--- config.mk ---
export PLATFORM = sky130hd
export DESIGN_NAME = tcc_sqrt_cell
export DESIGN_NICKNAME = d
export VERILOG_FILES = /design/src/tcc_pkg.sv /design/src/tcc_sqrt_cell.sv
export SDC_FILE = /design/constraint.sdc
export NUM_CORES = 1
export LEC_CHECK = 0
export BUFFER_PORTS_ARGS = -buffer_cell sky130_fd_sc_hd__buf_2
export CAP_MARGIN = 5
export CELL_PAD_IN_SITES_DETAIL_PLACEMENT = 1
export CELL_PAD_IN_SITES_GLOBAL_PLACEMENT = 2
export CORE_ASPECT_RATIO = 0.6
export CORE_MARGIN = 2
export CORE_UTILIZATION = 32
export DETAILED_ROUTE_END_ITERATION = 7
export GPL_TIMING_DRIVEN = 0
export PLACE_DENSITY_LB_ADDON = 0.1
export SYNTH_ARGS = -nofsm -noshare
export SYNTH_HDL_FRONTEND = slang
export SYNTH_SLANG_ARGS = --single-unit
--- constraint.sdc ---
create_clock -name clk -period 7.7 [get_ports clk]
set_input_delay 0.77 -clock clk [delete_from_list [all_inputs] [get_ports clk]]
set_output_delay 0.77 -clock clk [all_outputs]
set_load 0.01 [all_outputs]
--- src/tcc_pkg.sv ---
// Shared types and constants for the triangle circumcircle pipeline.
package tcc_pkg;

    // Divider row: one quotient bit per cell, 41 bits cover offsets up to 2^40
    localparam int DIV_BITS = 41;
    localparam int DEN_W    = 35;
    localparam int NUM_W    = 68;

    // Root row: one result bit per cell over a 64-bit squared distance
    localparam int ROOT_W  = 32;
    localparam int RAD_W   = 64;
    localparam int SQREM_W = 34;

    // Offset cap of the circumcenter from vertex A, in Q16.16 LSB
    localparam logic [DIV_BITS-1:0] OFF_CAP = 41'h100_0000_0000;

    // Centroid divides the coordinate sum by three
    localparam logic [DEN_W-1:0] CENTROID_DEN = 35'd3;

    localparam logic [15:0] THRESH_RESET = 16'd7;

    typedef struct packed {
        logic signed [15:0] x1;
        logic signed [15:0] y1;
        logic signed [15:0] x2;
        logic signed [15:0] y2;
        logic signed [15:0] x3;
        logic signed [15:0] y3;
    } coord_t;

    typedef struct packed {
        logic [DEN_W-1:0]    rem;
        logic [DEN_W-1:0]    den;
        logic [DIV_BITS-1:0] num;
        logic [DIV_BITS-1:0] quo;
        logic                ovf;
    } div_lane_t;

    typedef struct packed {
        logic [RAD_W-1:0]   rad;
        logic [SQREM_W-1:0] rem;
        logic [ROOT_W-1:0]  root;
    } sqrt_lane_t;

    typedef struct packed {
        logic   col;
        logic   neg_x;
        logic   neg_y;
        coord_t crd;
    } div_side_t;

    typedef struct packed {
        logic [31:0] cx;
        logic [31:0] cy;
        logic        col;
        logic        sat;
    } root_side_t;

endpackage

--- src/tcc_sqrt_cell.sv ---
// Root cell: one square root bit per cycle while en is high, handed to the next cell.
module tcc_sqrt_cell (
    input  logic                clk,
    input  logic                en,
    input  tcc_pkg::sqrt_lane_t lane_in,
    output tcc_pkg::sqrt_lane_t lane_out
);

    logic [tcc_pkg::SQREM_W+1:0] trial;
    logic [tcc_pkg::SQREM_W+1:0] probe;
    logic [tcc_pkg::SQREM_W+1:0] diff;
    logic                        fits;
    tcc_pkg::sqrt_lane_t         lane_next;
    tcc_pkg::sqrt_lane_t         lane_reg;

    // Bring down two radicand bits and test root*4+1
    always_comb
    begin
        trial     = {lane_in.rem, lane_in.rad[tcc_pkg::RAD_W-1:tcc_pkg::RAD_W-2]};
        probe     = {2'b00, lane_in.root, 2'b01};
        diff      = trial - probe;
        fits      = trial >= probe;
        lane_next = lane_in;
        lane_next.rem  = fits ? diff[tcc_pkg::SQREM_W-1:0] : trial[tcc_pkg::SQREM_W-1:0];
        lane_next.rad  = {lane_in.rad[tcc_pkg::RAD_W-3:0], 2'b00};
        lane_next.root = {lane_in.root[tcc_pkg::ROOT_W-2:0], fits};
    end

    // Advance with the row
    always_ff @(posedge clk)
    begin
        if (en)
        begin
            lane_reg <= lane_next;
        end
    end

    assign lane_out = lane_reg;

endmodule

# Word level (Yosys, flattened, before mapping)
# Cells that the tools add are included.
dict set report word_totals {
  mem_bits_rw 0
  latch_bits 0
  romBits 0
  out_inout_bits 130
  regBits 128
  inputBits 132
  memories 0
}
dict set report op_classes {
  n_eq_ne 0
  n_lt_le_gt_ge 1
  mul 0
  shifts 0
  mux 1
  bitwise 0
  addsub 1
  n_div 0
  reduce_logical 0
}
# cell n
set op_table {}
lappend op_table {{$ge A36 B34 Y1} 1}
lappend op_table {{$mux W34} 1}
lappend op_table {{$sub A34 B34 Y34} 1}

# Longest topological paths before layout
dict set report logic_depth {
  depth_word 2
  ltp_mapped 13
  depth_no_buf 10
}

# Least setup slack after synthesis
# No wires, ideal clock.
dict set report synth_timing {
  kind {in2reg}
  from {input port lane_in[9] (netlist name)}
  to {register lane_reg, in the netlist lane_out[59], data pin}
  path_buffers 0
  slack_ps 4671
  cell_stages 10
  t_required_ps 7440
  t_arrival_ps 2769
  path_cell_list {inv_1 ha_1 a21o_1 a31o_1 a211oi_4 o211ai_2 a21bo_2 mux2i_1 o221ai_1 mux2_4}
}
# item line_no
set synth_lines {}
lappend synth_lines {{from (decl)} tcc_sqrt_cell.sv:5} ;# input tcc_pkg::sqrt_lane_t lane_in,
lappend synth_lines {{to (signal assigned)} tcc_sqrt_cell.sv:34} ;# lane_reg <= lane_next;
lappend synth_lines {{to (decl)} tcc_sqrt_cell.sv:14} ;# tcc_pkg::sqrt_lane_t lane_reg;

==> impl_metrics.csv <==
group,metric,value,unit
outcome,status,"complete, no violations",
clock_network,cts.sinks,128,
power_and_ir_drop,vdd.ir_drop.worst,0.1354,mV
final_layout,stdcell_count,1065,
die,start_util,0.3293,
power_and_ir_drop,p_sw,554.1,uW
detailed_routing,vias_per_cell,4.743,
grt,grt_overflow,0,
clock_network,cts_tree,"yes",
grt,grt_max_degree,87,
clock_network,postCtsSetupBuffers,0,
die,die_area,20910,sq um
grt,first_global_vias,5150,
logic_synthesis,synthSimpleGateAreaFrac,0.08877,
die,die_y,112.8,um
power_and_ir_drop,combPwrFrac,0.184,
sta,maxSlewHeadroom,0.5150,
logic_synthesis,synth_cells,507,
die,num_rows,39,
detailed_routing,wire_per_inst,17.68,um
run,maxCapViolCount,0,
clock_network,clock_path_buffers,2,
sta,hold_viol,0,
sta,tns,0,ns
logic_synthesis,ys_warn_count,0,
place,gp_congestion,0.8251,
final_layout,post-route-util,0.4484,
setup_path,critPathRequiredTime,7.84,ns
final_layout,nets,953,
place,port_buffers,259,
detailed_routing,drt-total-wl,18830,um
sta,fin_crit,3.157,ns
logic_synthesis,ys_ff_latch,128,
final_layout,largest_reg_flops,128,
setup_path,arrival,3.29,ns
worst_hold_path,hp-class,"input port to flop",
detailed_routing,dr.pass1.iters,5,
power_and_ir_drop,switching_share,0.2634,
grt,grt_usage,0.1811,
clock_network,cts_root_buf,"clkbuf_16",
power_and_ir_drop,pwr-share-clk,0.403,
grt,grt_pass1_wl,28660,um
logic_synthesis,synth_enable_flop_cells,128,
logic_synthesis,synthAdderAreaFrac,0.06737,
final_layout,layout_commonest_cell,"buf_2",
place,hpwl,14630,um
grt,antenna_found_initial,1,
clock_network,cts_resized,0,
detailed_routing,ant_nets,0,
logic_synthesis,syn_area,6315,sq um
final_layout,drive_above_1_share,0.4048,
power_and_ir_drop,pwr-share-seq,0.414,
clock_network,h-tree-depth,4,
setup_path,end_kind,"flop",
logic_synthesis,ys.flop_type,"edfxtp_1",
power_and_ir_drop,p_leak,0.003811,uW
clock_network,cts_hold_buf,0,
logic_synthesis,ys_async_sr_fraction,0,
sta,rsz0062_at_grt,"no",
die,die_w,185.4,um
logic_synthesis,synth-compound-area-share,0.1476,
power_and_ir_drop,powerDensity,244.6,nW/um^2
detailed_routing,vias,5051,
logic_synthesis,ys_seq_area_frac,0.6087,
sta,fin_crit_sh,0.4100,
setup_path,path_class,"input port to flop",
sta,max_freq,316.7,MHz
final_layout,syn_to_final_growth,36.16,%
logic_synthesis,muxShareOfSynthArea,0.008718,
sta,final-setup-viol-count,0,
power_and_ir_drop,p_int,1549,uW
detailed_routing,drc,0,
sta,slew_violations,0,
place,dp.cells,1034,
setup_path,startpoint_type,"input port",
clock_network,numCtsBuffers,17,
clock_network,clkTransAtPathRegs,0.06,ns
logic_synthesis,synth_top_family_by_area,"compound AO/OA/AOI/OAI gates",
die,io_pins,262,
final_layout,final_cell_mix,"264 x buf_2, 128 x edfxtp_1, 58 x nand2_1, 42 x inv_1, 41 x o21ai_0",
logic_synthesis,synth_xor_area_frac,0.03745,
setup_path,critPathMaxFanout,10,
logic_synthesis,postSynthAreaPerCell,12.46,sq um
die,design.core.area,19180,sq um
sta,worstMarginPinSlew,0.7196,ns
logic_synthesis,synth.distinct_cells,62,
detailed_routing,drtIter0Drc,236,
## final cells by class
cell class              count  area [sq um]
diodes                      1         2.502
plain buffers              16         95.09
clock buffers              17         425.4
clock inverters            13         188.9
fillers                  2142         10580
inverters                  43         162.7
multi-input cells         321          2217
flip-flops and latches    128          3844
well taps                 266         332.8
repair buffers            260          1330
## Yosys cell counts, drive strengths merged (4+ instances only)
cell type    n  area share
a21o        20       0.024
nand2b       5      0.0050
and2         5      0.0053
xnor2       14       0.019
and3         5      0.0055
mux2i        4      0.0063
nand4        7      0.0079
inv         42       0.025
ha          34       0.067
edfxtp     128        0.61
clkbuf       7      0.0061
a31oi        5      0.0073
nand3        6      0.0048
o21ai       46       0.037
a21oi       28       0.022
buf          9      0.0089
nor3        10      0.0079
xor2        13       0.018
nand2       58       0.034
nor2        18       0.011
o31ai        5      0.0067
## through the flow
step	total power [uW]	hold WS [ns]	setup WS [ns]	area (sq um)
2_1_floorplan	1096	0.8689	4.671	6319
3_3_place_gp	1264	0.9465	4.154	7948
3_5_place_dp	1273	0.9484	4.100	7981
4_1_cts	2135	0.4888	4.554	8596
5_1_grt	2200	0.4887	4.337	8598
6_report	2103	0.5165	4.543	8598
## kinds of logic after synthesis
family | Yosys count
AO/OA/AOI/OAI | 133
buffers and inverters | 59
XOR/XNOR | 27
adder cells (fa/ha/maj) | 34
flip-flops | 128
other | 1
multiplexers | 5
AND/OR/NAND/NOR | 120
## critical path, cell delays in order
cell      delay (ns)
buf_2           0.12
inv_1           0.05
ha_1            0.38
a21o_1          0.25
a221oi_1        0.31
o31a_1          0.24
o221ai_1        0.18
a211oi_1        0.21
o21a_1          0.17
buf_6           0.14
buf_2           0.28
o21ai_0         0.20
## routing by layer
layer	vias up	routed length, um	track usage	part of all wire
li1	2436	-	-	-
met1	2433	9216	0.2585	0.49
met2	167	8045	0.2629	0.43
met3	15	1410	0.05858	0.075
met4	0	159	0.05079	0.0084
met5	-	0	0	0
## power groups by stage
stage / clock [uW] / combinational [uW] / sequential (uW)
detailed placement: 0 / 388 / 886
global placement: 0 / 379 / 885
global route: 895 / 427 / 878
floorplan: 0 / 171 / 925
finish: 847 / 386 / 871
CTS: 873 / 391 / 872
## final timing paths
path | startpoint | endpoint | slack (ns) | cells after the start
max | lane_in[15] | lane_out[55] | 4.54 | 12
min | lane_in[126] | lane_out[128] | 0.52 | 1
Note: power is estimated with default switching activity, not from simulation.
