## src/tcc_pkg.sv

```systemverilog
// Shared types and constants for the triangle circumcircle pipeline.
package tcc_pkg;

    // Divider row: one quotient bit per cell, 41 bits cover offsets up to 2^40
    localparam int DIV_BITS = 41;
    localparam int DEN_W    = 35;
    localparam int NUM_W    = 68;

    // Root row: one result bit per cell over a 64-bit squared distance
    localparam int ROOT_W  = 32;
    localparam int RAD_W   = 64;
    localparam int SQREM_W = 34;

    // Offset cap of the circumcenter from vertex A, in Q16.16 LSB
    localparam logic [DIV_BITS-1:0] OFF_CAP = 41'h100_0000_0000;

    // Centroid divides the coordinate sum by three
    localparam logic [DEN_W-1:0] CENTROID_DEN = 35'd3;

    localparam logic [15:0] THRESH_RESET = 16'd7;

    typedef struct packed {
        logic signed [15:0] x1;
        logic signed [15:0] y1;
        logic signed [15:0] x2;
        logic signed [15:0] y2;
        logic signed [15:0] x3;
        logic signed [15:0] y3;
    } coord_t;

    typedef struct packed {
        logic [DEN_W-1:0]    rem;
        logic [DEN_W-1:0]    den;
        logic [DIV_BITS-1:0] num;
        logic [DIV_BITS-1:0] quo;
        logic                ovf;
    } div_lane_t;

    typedef struct packed {
        logic [RAD_W-1:0]   rad;
        logic [SQREM_W-1:0] rem;
        logic [ROOT_W-1:0]  root;
    } sqrt_lane_t;

    typedef struct packed {
        logic   col;
        logic   neg_x;
        logic   neg_y;
        coord_t crd;
    } div_side_t;

    typedef struct packed {
        logic [31:0] cx;
        logic [31:0] cy;
        logic        col;
        logic        sat;
    } root_side_t;

endpackage

```

## src/tcc_div_cell.sv

```systemverilog
// Divider cell: one restoring quotient bit per cycle while en is high, handed to the next cell.
module tcc_div_cell (
    input  logic                clk,
    input  logic                en,
    input  tcc_pkg::div_lane_t  lane_in,
    output tcc_pkg::div_lane_t  lane_out
);

    logic [tcc_pkg::DEN_W:0] trial;
    logic [tcc_pkg::DEN_W:0] diff;
    logic                    fits;
    tcc_pkg::div_lane_t      lane_next;
    tcc_pkg::div_lane_t      lane_reg;

    // Bring down one numerator bit and try the subtract
    always_comb
    begin
        trial     = {lane_in.rem, lane_in.num[tcc_pkg::DIV_BITS-1]};
        diff      = trial - {1'b0, lane_in.den};
        fits      = trial >= {1'b0, lane_in.den};
        lane_next = lane_in;
        lane_next.rem = fits ? diff[tcc_pkg::DEN_W-1:0] : trial[tcc_pkg::DEN_W-1:0];
        lane_next.num = {lane_in.num[tcc_pkg::DIV_BITS-2:0], 1'b0};
        lane_next.quo = {lane_in.quo[tcc_pkg::DIV_BITS-2:0], fits};
    end

    // Advance with the row
    always_ff @(posedge clk)
    begin
        if (en)
        begin
            lane_reg <= lane_next;
        end
    end

    assign lane_out = lane_reg;

endmodule

```

## config.mk

```make
export PLATFORM = sky130hd
export DESIGN_NAME = tcc_div_cell
export DESIGN_NICKNAME = d
export VERILOG_FILES = /design/src/tcc_pkg.sv /design/src/tcc_div_cell.sv
export SDC_FILE = /design/constraint.sdc
export NUM_CORES = 1
export LEC_CHECK = 0
export ABC_AREA = 1
export BUFFER_PORTS_ARGS = -buffer_cell sky130_fd_sc_hd__buf_4
export CORE_AREA = 2 2 97 193
export CTS_BUF_LIST = sky130_fd_sc_hd__clkbuf_4
export CTS_CLUSTER_SIZE = 16
export DETAILED_ROUTE_END_ITERATION = 10
export DIE_AREA = 0 0 99 195
export HOLD_SLACK_MARGIN = 0.08
export PLACE_DENSITY = 0.77
export REMOVE_ABC_BUFFERS = 1
export SYNTH_ARGS = -nofsm -noshare
export SYNTH_HDL_FRONTEND = slang
export SYNTH_SLANG_ARGS = --single-unit
```

## constraint.sdc

```tcl
create_clock -name clk -period 2.3 [get_ports clk]
set_clock_uncertainty 0.05 [all_clocks]
set_input_delay 0.345 -clock clk [delete_from_list [all_inputs] [get_ports clk]]
set_output_delay 0.345 -clock clk [all_outputs]
set_load 0.02 [all_outputs]
```

Yosys cells after proc, flatten, opt, wreduce, memory -nomap -nowiden
Index checks and enable logic that the tools add are counted.
W data, S select, Z words.
{"block": "totals", "word_cells": 8, "reg_bits": 152, "input_bits": 155, "out_inout_bits": 153}
{"block": "op_classes", "addsub": 1, "muxes": 1, "n_lt_le_gt_ge": 1}
{"op": "$ge A36 B35 Y1", "n": 1}
{"op": "$mux W35", "n": 1}
{"op": "$sub A35 B35 Y35", "n": 1}

Logic depth before layout (Yosys ltp)
Gate-level depths: netlist of the first run.
{"block": "logic_depth", "word_depth": 2, "mapped_depth": 16, "ltp_nobuf": 15}

Least setup slack after synthesis of the first run
Ideal clock, no wire load.
{"block": "synth_timing", "path_kind": "input -> register", "start": "in lane_in[82] (netlist name)", "end": "reg lane_reg (netlist bit lane_out[142]), data pin", "t_arrival_ns": 1.910, "t_required_ns": 1.997, "setup_ns": 0.253, "path_buffers": 0, "slack_ns": 0.087, "cell_stages": 13, "path_cell_list": "inv_1 ha_1 fa_1 nor2_1 nor2_1 o21ai_0 nand2_1 nand2_1 nand2_1 nand2_1 nand2_1 nand3_2 nand2_1"}
{"item": "start: declaration", "line": "tcc_div_cell.sv:5", "source": "input tcc_pkg::div_lane_t lane_in,"}
{"item": "end signal: assignment", "line": "tcc_div_cell.sv:32", "source": "lane_reg <= lane_next;"}
{"item": "end: declaration", "line": "tcc_div_cell.sv:13", "source": "tcc_pkg::div_lane_t lane_reg;"}

==> results.toml, run 1 <==
[detailed_routing]
wl_per_cell_microns = 18.4
drc_errors = 0
drtIter0Drc = 450
vias_per_cell = 4.92
via_count = 7864
antenna_left = 0
drt_wl_total_mm = 29.5
first_pass_iters = 7

[place]
dp_hpwl_mm = 19.8
port_buffers = 305
place_congestion = 0.951

[sta]
final_max_slew_viol_count = 0
setup_viol = 23
fmax_ghz = 0.423
period_share_pct = 103
period_minus_slack_ns = 2.36
final-hold-violation-count = 0
fin_ws_ns = -0.0642

[critical_path]
worst_ep_required_time_ns = 2.56
path_max_fanout = 11
end_kind = "flip-flop"
crit_type = "input pin to flip-flop"
start_kind = "input pin"
critPathArrivalTime_ns = 2.62

[floorplanning]
core-area_sq_mm = 0.0177
die_x_microns = 99
die_h_microns = 195
start_util_pct = 44.7
boundaryPins = 308
placementRows = 69
die-area_sq_mm = 0.0193

[synthesis]
yosys.area.top_type = "edfxtp_1"
yosysUniqueCellTypes = 35
yosys_warnings = 0
netlist_area_sq_mm = 0.00791
netlist.area_leader.share_pct = 57.7
synth_area_leaders = "edfxtp_1, nand2_1, inv_1"
synthArstFlopShare_pct = 0
yosys-top-cells-count = "nand2_1, inv_1, edfxtp_1"
synth_edf_count = 152
yosys_register_bits = 152
yosysMostFrequentCell = "nand2_1"
seq_area_frac_synth_pct = 57.7
syn_avg_cell_area_sq_um = 9.60
synthesis.instances = 824
synth_ff_type = "edfxtp_1"

[global_routing]
antenna_found_initial = 2
grt_first_pass_wirelength_mm = 41.5
grt_pass1_vias = 7813
grt_util_all_layers_pct = 28.2
grt_max_degree = 71
overflow = 0

[run]
drv_cap = 0

[finish]
final_util_pct = 75.0
largest_reg_flops = 152
drive_gt1_share_pct = 37.8
fin_nets = 1563
area_growth_pct = 67.8

[clock_tree]
clock_path_buffers = 2
cts_sinks = 152
cts-root-buf = "clkbuf_4"
cts_inserted_buffers = 17
h-tree-depth = 4
path_clk_slew_ns = 0.14
tritoncts = "built"

[power_and_ir_drop]
vdd_drop_max_uv = 398
post-layout-total-power_mw = 7.59
power.density_mw_per_mm2 = 572
p_leak_nw = 6.39

[outcome]
violations = "setup timing"
status = "complete, but fails checks"

[worst_hold_path]
hold_depth = 3
hp-class = "input pin to flip-flop"
==> cells in the final DEF, fill, tap and decap left out, types with 3 or more instances in the layout <==
| master | netlist | final |
|---|---|---|
| buf_4 | 1 | 386 |
| nand2_1 | 244 | 223 |
| edfxtp_1 | 152 | 152 |
| inv_1 | 153 | 145 |
| dlygate4sd3_1 | 0 | 140 |
| nor2_1 | 47 | 43 |
| o21ai_0 | 32 | 27 |
| nand2_2 | 5 | 24 |
| ha_1 | 35 | 22 |
| a21oi_1 | 29 | 21 |
| nand3_1 | 29 | 21 |
| nand3_2 | 10 | 18 |
| clkbuf_4 | 0 | 17 |
| nand4_1 | 15 | 15 |
| xor2_1 | 14 | 14 |
| ha_4 | 0 | 13 |
| inv_2 | 3 | 11 |
| a21oi_2 | 1 | 9 |
| nor2_4 | 1 | 8 |
| nor3_1 | 8 | 8 |
| nand3b_1 | 8 | 8 |
| o21bai_1 | 7 | 7 |
| o21ai_1 | 0 | 5 |
| buf_6 | 1 | 5 |
| buf_12 | 1 | 5 |
| nor2_2 | 7 | 4 |
| xnor2_1 | 4 | 4 |
| clkinvlp_4 | 0 | 4 |
| inv_6 | 0 | 4 |
| clkbuf_16 | 0 | 3 |
==> metal layers <==
layer	wire length [microns]	up-vias	part of all wire, %	track usage, %
met1	9110	3655	31	26.3
li1	-	3782	-	-
met2	17300	336	59	57.1
met4	1600	0	5.4	13.1
met5	0	-	0	0
met3	1490	91	5.0	4.44
==> stage by stage <==
step / setup TNS [ns] / std cells / hold WS, ns / instance area (sq um) / setup slack (ns)
after floorplan: -19.91 / 814 / 0.394 / 7840 / -0.610
after global placement: -2.40 / 1417 / 0.473 / 11100 / -0.131
after detailed placement: -3.57 / 1417 / 0.474 / 11100 / -0.152
after CTS: 0 / 1587 / 0.0800 / 12700 / 0.00197
after global routing: -2.51 / 1600 / 0.0878 / 13300 / -0.125
final: -0.627 / 1600 / 0.108 / 13300 / -0.0642
==> critical path, stage by stage <==
cell	delay [ns]
dlygate4sd3_1	0.55
buf_4	0.12
inv_1	0.08
ha_4	0.31
nand2_1	0.10
inv_2	0.10
nand2_1	0.11
nor3_4	0.21
nand3_2	0.13
nand4_4	0.12
buf_12	0.16
buf_6	0.17
o21ai_0	0.11
==> worst paths after layout <==
path,startpoint,endpoint,slack (ns)
max,lane_in[87],lane_out[124],-0.06
min,lane_in[135],lane_out[136],0.11
==> report_power, final <==
group,internal [mW],total (mW),switching [mW]
clock network,0.558,1.64,1.08
logic,1.17,2.50,1.33
registers,3.36,3.44,0.0857
total,5.09,7.59,2.50
==> cell type report <==
| class | count | area, sq um |
|---|---|---|
| inverter | 156 | 586 |
| fill | 1204 | 4430 |
| clock buffer | 17 | 128 |
| antenna | 2 | 5.00 |
| multi-input combinational | 506 | 3040 |
| sequential | 152 | 4560 |
| tap | 213 | 267 |
| clock inverter | 15 | 145 |
| timing repair buffer | 539 | 4530 |
==> repair_timing <==
item                                   4_1_cts  5_1_grt
endpoints found under the hold margin      138       16
setup buffers                                0        3
gates resized for setup                      0       82
setup endpoints to repair                    0       35
hold buffers                               138        2
==> cells by family (layout without fill, tap and decap cells) <==
group                      count (synthesis)  after routing  share of synthesized area (%)
other                                      1              3                         0.0474
DFF                                      152            152                           57.7
and+or+nand+nor                          379            379                           21.1
buffers and inverters                    166            727                           8.31
xor gates and xnor gates                  18             18                           1.99
AOI/OAI and AO/OA                         72             72                           5.03
adders and majority gates                 36             36                           5.79
Power figures use the tool's default switching activity.
==> run 2, diff against run 1 <==
--- a/config.mk
+++ b/config.mk
@@ -6,15 +6,15 @@
 export NUM_CORES = 1
 export LEC_CHECK = 0
 export ABC_AREA = 1
-export BUFFER_PORTS_ARGS = -buffer_cell sky130_fd_sc_hd__buf_4
 export CORE_AREA = 2 2 97 193
 export CTS_BUF_LIST = sky130_fd_sc_hd__clkbuf_4
 export CTS_CLUSTER_SIZE = 16
 export DETAILED_ROUTE_END_ITERATION = 10
 export DIE_AREA = 0 0 99 195
+export DONT_BUFFER_PORTS = 1
 export HOLD_SLACK_MARGIN = 0.08
-export PLACE_DENSITY = 0.77
 export REMOVE_ABC_BUFFERS = 1
+export SKIP_LAST_GASP = 1
 export SYNTH_ARGS = -nofsm -noshare
 export SYNTH_HDL_FRONTEND = slang
 export SYNTH_SLANG_ARGS = --single-unit
==> run 2 against run 1 <==
Against the previous run:
- the flow finishes with violations (hold timing)
- core utilization decreased by 17 points
- clock-buffer cell count did not move
- global-route usage fell by 3.3 points
- hold slack worse by 0.26 ns
- via count shrank 20%
- first-iteration DRC count down 47%
- final cell count fell by 21%
- clock power hardly changed
- wire length down 18%
- highest routed layer unchanged
==> results.toml, run 2 (synthesis gave the netlist of run 1 again) <==
[critical_path]
worst_ep_required_time_ns = 2.66
path_max_fanout = 4
crit_type = "input pin to flip-flop"
slowest_stage = "dlygate4sd3_1"
crit_cells = 12
critPathArrivalTime_ns = 2.47
max_stage_delay_ns = 0.53
end_kind = "flip-flop"
startpoint = "lane_in[118]"
start_kind = "input pin"
timing.critical_path.buf_inv = 3
crit_chain = "dlygate4sd3_1, inv_1, fa_1, nor2_1, nor2_1, o21ai_1, nand2_1, nand2_1, buf_4, xor2_1, nand2_1, o21ai_0"
setup.worst_path.end = "lane_out[134]"
cpMostUsedCell = "nand2_1"
cp_top_family = "buffers and inverters"

[global_routing]
overflow = 0
grt_max_degree = 153
grt_util_met3_pct = 4.90
gr-max-usage-layer = "met2"
gr-usage-met2_pct = 52.1
grt_first_pass_wirelength_mm = 35.7
grt_pass1_vias = 6476
grt_use_met1_pct = 20.7
grt_util_all_layers_pct = 24.9
antenna_found_initial = 1

[sta]
period_share_pct = 92.1
fmax_ghz = 0.472
hold_slack_ns = -0.151
period_minus_slack_ns = 2.12
tns_ns = 0
final-hold-violation-count = 28
final_max_slew_viol_count = 0
rsz0062_at_grt = "no"
setup_viol = 0

[clock_tree]
cts_inserted_buffers = 17
path_clk_slew_ns = 0.14
h-tree-depth = 4
cts_sinks = 152
hold_buffers = 151
clock_path_buffers = 2
tritoncts = "built"
cts_setup_buffers = 0
cts-root-buf = "clkbuf_4"

[place]
place_area_sq_mm = 0.00850
dp_hpwl_mm = 17.8
port_buffers = 0
place_congestion = 0.929

[finish]
drive_gt1_share_pct = 10.8
finalInstanceArea_sq_mm = 0.0103
fin_nets = 1226
final_cell_mix = "nand2_1, inv_1, edfxtp_1"
final_util_pct = 58.1
layout_commonest_cell = "nand2_1"
area_growth_pct = 30.1
largest_reg_flops = 152

[floorplanning]
die_x_microns = 99
start_util_pct = 44.7
die-area_sq_mm = 0.0193
die_h_microns = 195
placementRows = 69
core-area_sq_mm = 0.0177
boundaryPins = 308

[detailed_routing]
drt_wl_total_mm = 24.1
first_pass_iters = 4
antenna_left = 0
drc_errors = 0
drtIter0Drc = 237
vias_per_cell = 4.96
wl_per_cell_microns = 19.1
via_count = 6258

[power_and_ir_drop]
vdd_drop_max_uv = 302
post-layout-total-power_mw = 6.66
power.density_mw_per_mm2 = 648
p_leak_nw = 4.68

[worst_hold_path]
hp-class = "input pin to flip-flop"

[run]
drv_cap = 0

[outcome]
violations = "hold timing"
status = "complete, but fails checks"
run 2: repair_timing:
action,CTS,global route
endpoints found under the hold margin,303,152
gates resized for setup,0,1
endpoints found under the setup margin,0,3
run 2: worst min-delay path by stage:
stage                     start             to  slack (ns)  cells after the start
detailed placement  lane_in[32]   lane_out[33]        0.39                      0
global placement    lane_in[76]   lane_out[77]        0.39                      0
CTS                          en  lane_out[147]       -0.20                      0
global route                 en  lane_out[147]       -0.20                      0
finish                       en  lane_out[110]       -0.15                      0
floorplan            lane_in[0]    lane_out[0]        0.39                      0
run 2: power breakdown:
| group | switching [mW] | internal, mW |
|---|---|---|
| Combinational | 0.662 | 0.566 |
| Clock | 1.04 | 0.562 |
| Sequential | 0.446 | 3.38 |
| Total | 2.15 | 4.51 |
run 2: metrics by stage:
stage / instances / setup slack (ns) / hold slack, ns
detailed placement: 1078 / -0.128 / 0.394
CTS: 1261 / 0.105 / -0.204
global route: 1262 / 0.0367 / -0.198
floorplan: 814 / -0.610 / 0.394
finish: 1262 / 0.183 / -0.151
global placement: 1078 / -0.0601 / 0.394
run 2: metal layers:
| layer | vias up | wire (microns) | share of wire [%] |
|---|---|---|---|
| li1 | 3109 | - | - |
| met1 | 2843 | 7170 | 30 |
| met2 | 253 | 14700 | 61 |
| met3 | 53 | 1270 | 5.3 |
| met4 | 0 | 961 | 4.0 |
| met5 | - | 0 | 0 |
run 2: final cells by class:
class,count,area [sq um]
timing repair buffer,202,1910
clock inverter,15,145
sequential,152,4560
fill,1515,7410
multi-input combinational,506,2690
antenna,1,2.50
clock buffer,17,128
inverter,156,586
tap,213,267
==> run 3, diff against run 2 <==
--- a/config.mk
+++ b/config.mk
@@ -6,13 +6,16 @@
 export NUM_CORES = 1
 export LEC_CHECK = 0
 export ABC_AREA = 1
-export CORE_AREA = 2 2 97 193
+export CELL_PAD_IN_SITES_DETAIL_PLACEMENT = 0
+export CELL_PAD_IN_SITES_GLOBAL_PLACEMENT = 1
+export CORE_AREA = 2 2 98 195
 export CTS_BUF_LIST = sky130_fd_sc_hd__clkbuf_4
 export CTS_CLUSTER_SIZE = 16
 export DETAILED_ROUTE_END_ITERATION = 10
-export DIE_AREA = 0 0 99 195
+export DIE_AREA = 0 0 100 197
 export DONT_BUFFER_PORTS = 1
 export HOLD_SLACK_MARGIN = 0.08
+export PLACE_DENSITY_LB_ADDON = 0.1
 export REMOVE_ABC_BUFFERS = 1
 export SKIP_LAST_GASP = 1
 export SYNTH_ARGS = -nofsm -noshare
==> run 3 against run 2 <==
Against the previous run:
- the run still ends with hold timing left
- largest power group unchanged
- global-route usage about the same
- critical path type unchanged
- final cell count increased by 2.9%
- worst setup slack got worse by 0.059 ns
- critical endpoint is now lane_out[125]
- clock-buffer cell count unchanged
==> results.toml, run 3 (synthesis gave the netlist of run 1 again) <==
[sta]
period_minus_slack_ns = 2.18
final_max_slew_viol_count = 0
final-hold-violation-count = 65
fmax_ghz = 0.459
period_share_pct = 94.7
rsz0062_at_grt = "no"
hold_slack_ns = -0.165
setup_viol = 0

[global_routing]
antenna_found_initial = 1
grt_pass1_vias = 6618
grt_util_all_layers_pct = 24.9
grt_max_degree = 153
grt_first_pass_wirelength_mm = 35.9
overflow = 0

[critical_path]
max_stage_delay_ns = 0.52
end_kind = "flip-flop"
start_kind = "input pin"
crit_type = "input pin to flip-flop"
crit_chain = "dlygate4sd3_1, inv_1, fa_1, nor2_2, nor2_1, buf_4, inv_1, nand3_1, nand4_4, buf_12, o21ai_0"
cpMostUsedCell = "inv_1"
critPathArrivalTime_ns = 2.42
slowest_stage = "dlygate4sd3_1"
path_max_fanout = 30
cp_top_family = "buffers and inverters"
worst_ep_required_time_ns = 2.54
timing.critical_path.buf_inv = 5

[outcome]
violations = "hold timing"
status = "complete, but fails checks"

[clock_tree]
cts_setup_buffers = 0
clock_path_buffers = 2
hold_buffers = 151
cts_sinks = 152
tritoncts = "built"
cts-root-buf = "clkbuf_4"
path_clk_slew_ns = 0.16
h-tree-depth = 4
cts_inserted_buffers = 17

[power_and_ir_drop]
power.density_mw_per_mm2 = 645
internal_power_mw = 4.51
clkPwrFrac_pct = 24.2
p_sw_mw = 2.31
p_leak_nw = 4.85
sw_frac_of_total_pct = 33.9
seqPwrFrac_pct = 56.1
vdd_drop_max_uv = 336
comb_power_share_pct = 19.7

[finish]
final_cell_mix = "nand2_1, inv_1, edfxtp_1"
layout_commonest_cell = "nand2_1"
drive_gt1_share_pct = 13.7
area_growth_pct = 33.8
finalInstanceArea_sq_mm = 0.0106
nFillCells = 1651
multi_input_area_sq_mm = 0.00270
ff_latch_area_sq_mm = 0.00456
fin_nets = 1259
largest_reg_flops = 152

[place]
port_buffers = 0
dp_hpwl_mm = 18.3
place_area_sq_mm = 0.00875
place_congestion = 0.891

[floorplanning]
boundaryPins = 308
core-area_sq_mm = 0.0182
die-area_sq_mm = 0.0197
die_h_microns = 197
placementRows = 70
die_x_microns = 100
start_util_pct = 43.4

[run]
drv_cap = 0

[detailed_routing]
vias_per_cell = 4.94
first_pass_iters = 5
drc_errors = 0
drtIter0Drc = 157
antenna_left = 0
drt_wl_total_mm = 25.2
via_count = 6415
wl_per_cell_microns = 19.4

[worst_hold_path]
hp-class = "input pin to flip-flop"
==> run 3: area by class of cell <==
class / count / share of cell area (%)
Clock inverter: 15 / 1.41
Inverter: 156 / 5.53
Multi-Input combinational cell: 506 / 25.5
Timing Repair Buffer: 235 / 20.6
Antenna cell: 1 / 0.0236
Sequential cell: 152 / 43.1
Clock buffer: 17 / 1.21
Tap cell: 216 / 2.55
==> run 3: metal layers <==
metal | vias up | track usage, % | part of all wire [%] | routed length, microns
met1 | 2951 | 21.1 | 31 | 7810
met5 | - | 0 | 0 | 0
li1 | 3173 | - | - | -
met3 | 48 | 4.29 | 4.5 | 1140
met4 | 0 | 12.5 | 4.6 | 1150
met2 | 243 | 52.1 | 60 | 15100
==> run 3: per-stage QoR <==
stage               worst slack, ns  utilization (%)  setup TNS [ns]  power [mW]  std cells
finish                        0.123             58.1               0        6.82       1298
detailed placement           -0.175             48.1           -3.03        5.01       1113
CTS                           0.120             57.9               0        6.84       1296
global route                 0.0599             58.1               0        7.13       1298
global placement             -0.136             48.1           -1.74        5.01       1113
floorplan                    -0.610                -          -19.91        4.50        814
==> run 3: final timing paths <==
check                        start             to  cells past startpoint
worst min-delay path            en  lane_out[112]                      0
worst max-delay path  lane_in[118]  lane_out[125]                     11
==> run 3: timing repair <==
action	in CTS	in global routing
endpoints found under the setup margin	0	6
gates resized for setup	0	3
endpoints found under the hold margin	303	152
==> run 3: power by group through the flow <==
stage          logic (mW)  registers, mW  clock network [mW]
2_1_floorplan       0.659           3.84                   0
4_1_cts              1.34           3.82                1.67
3_3_place_gp         1.11           3.89                   0
5_1_grt              1.49           3.85                1.79
6_report             1.34           3.83                1.65
3_5_place_dp         1.12           3.89                   0
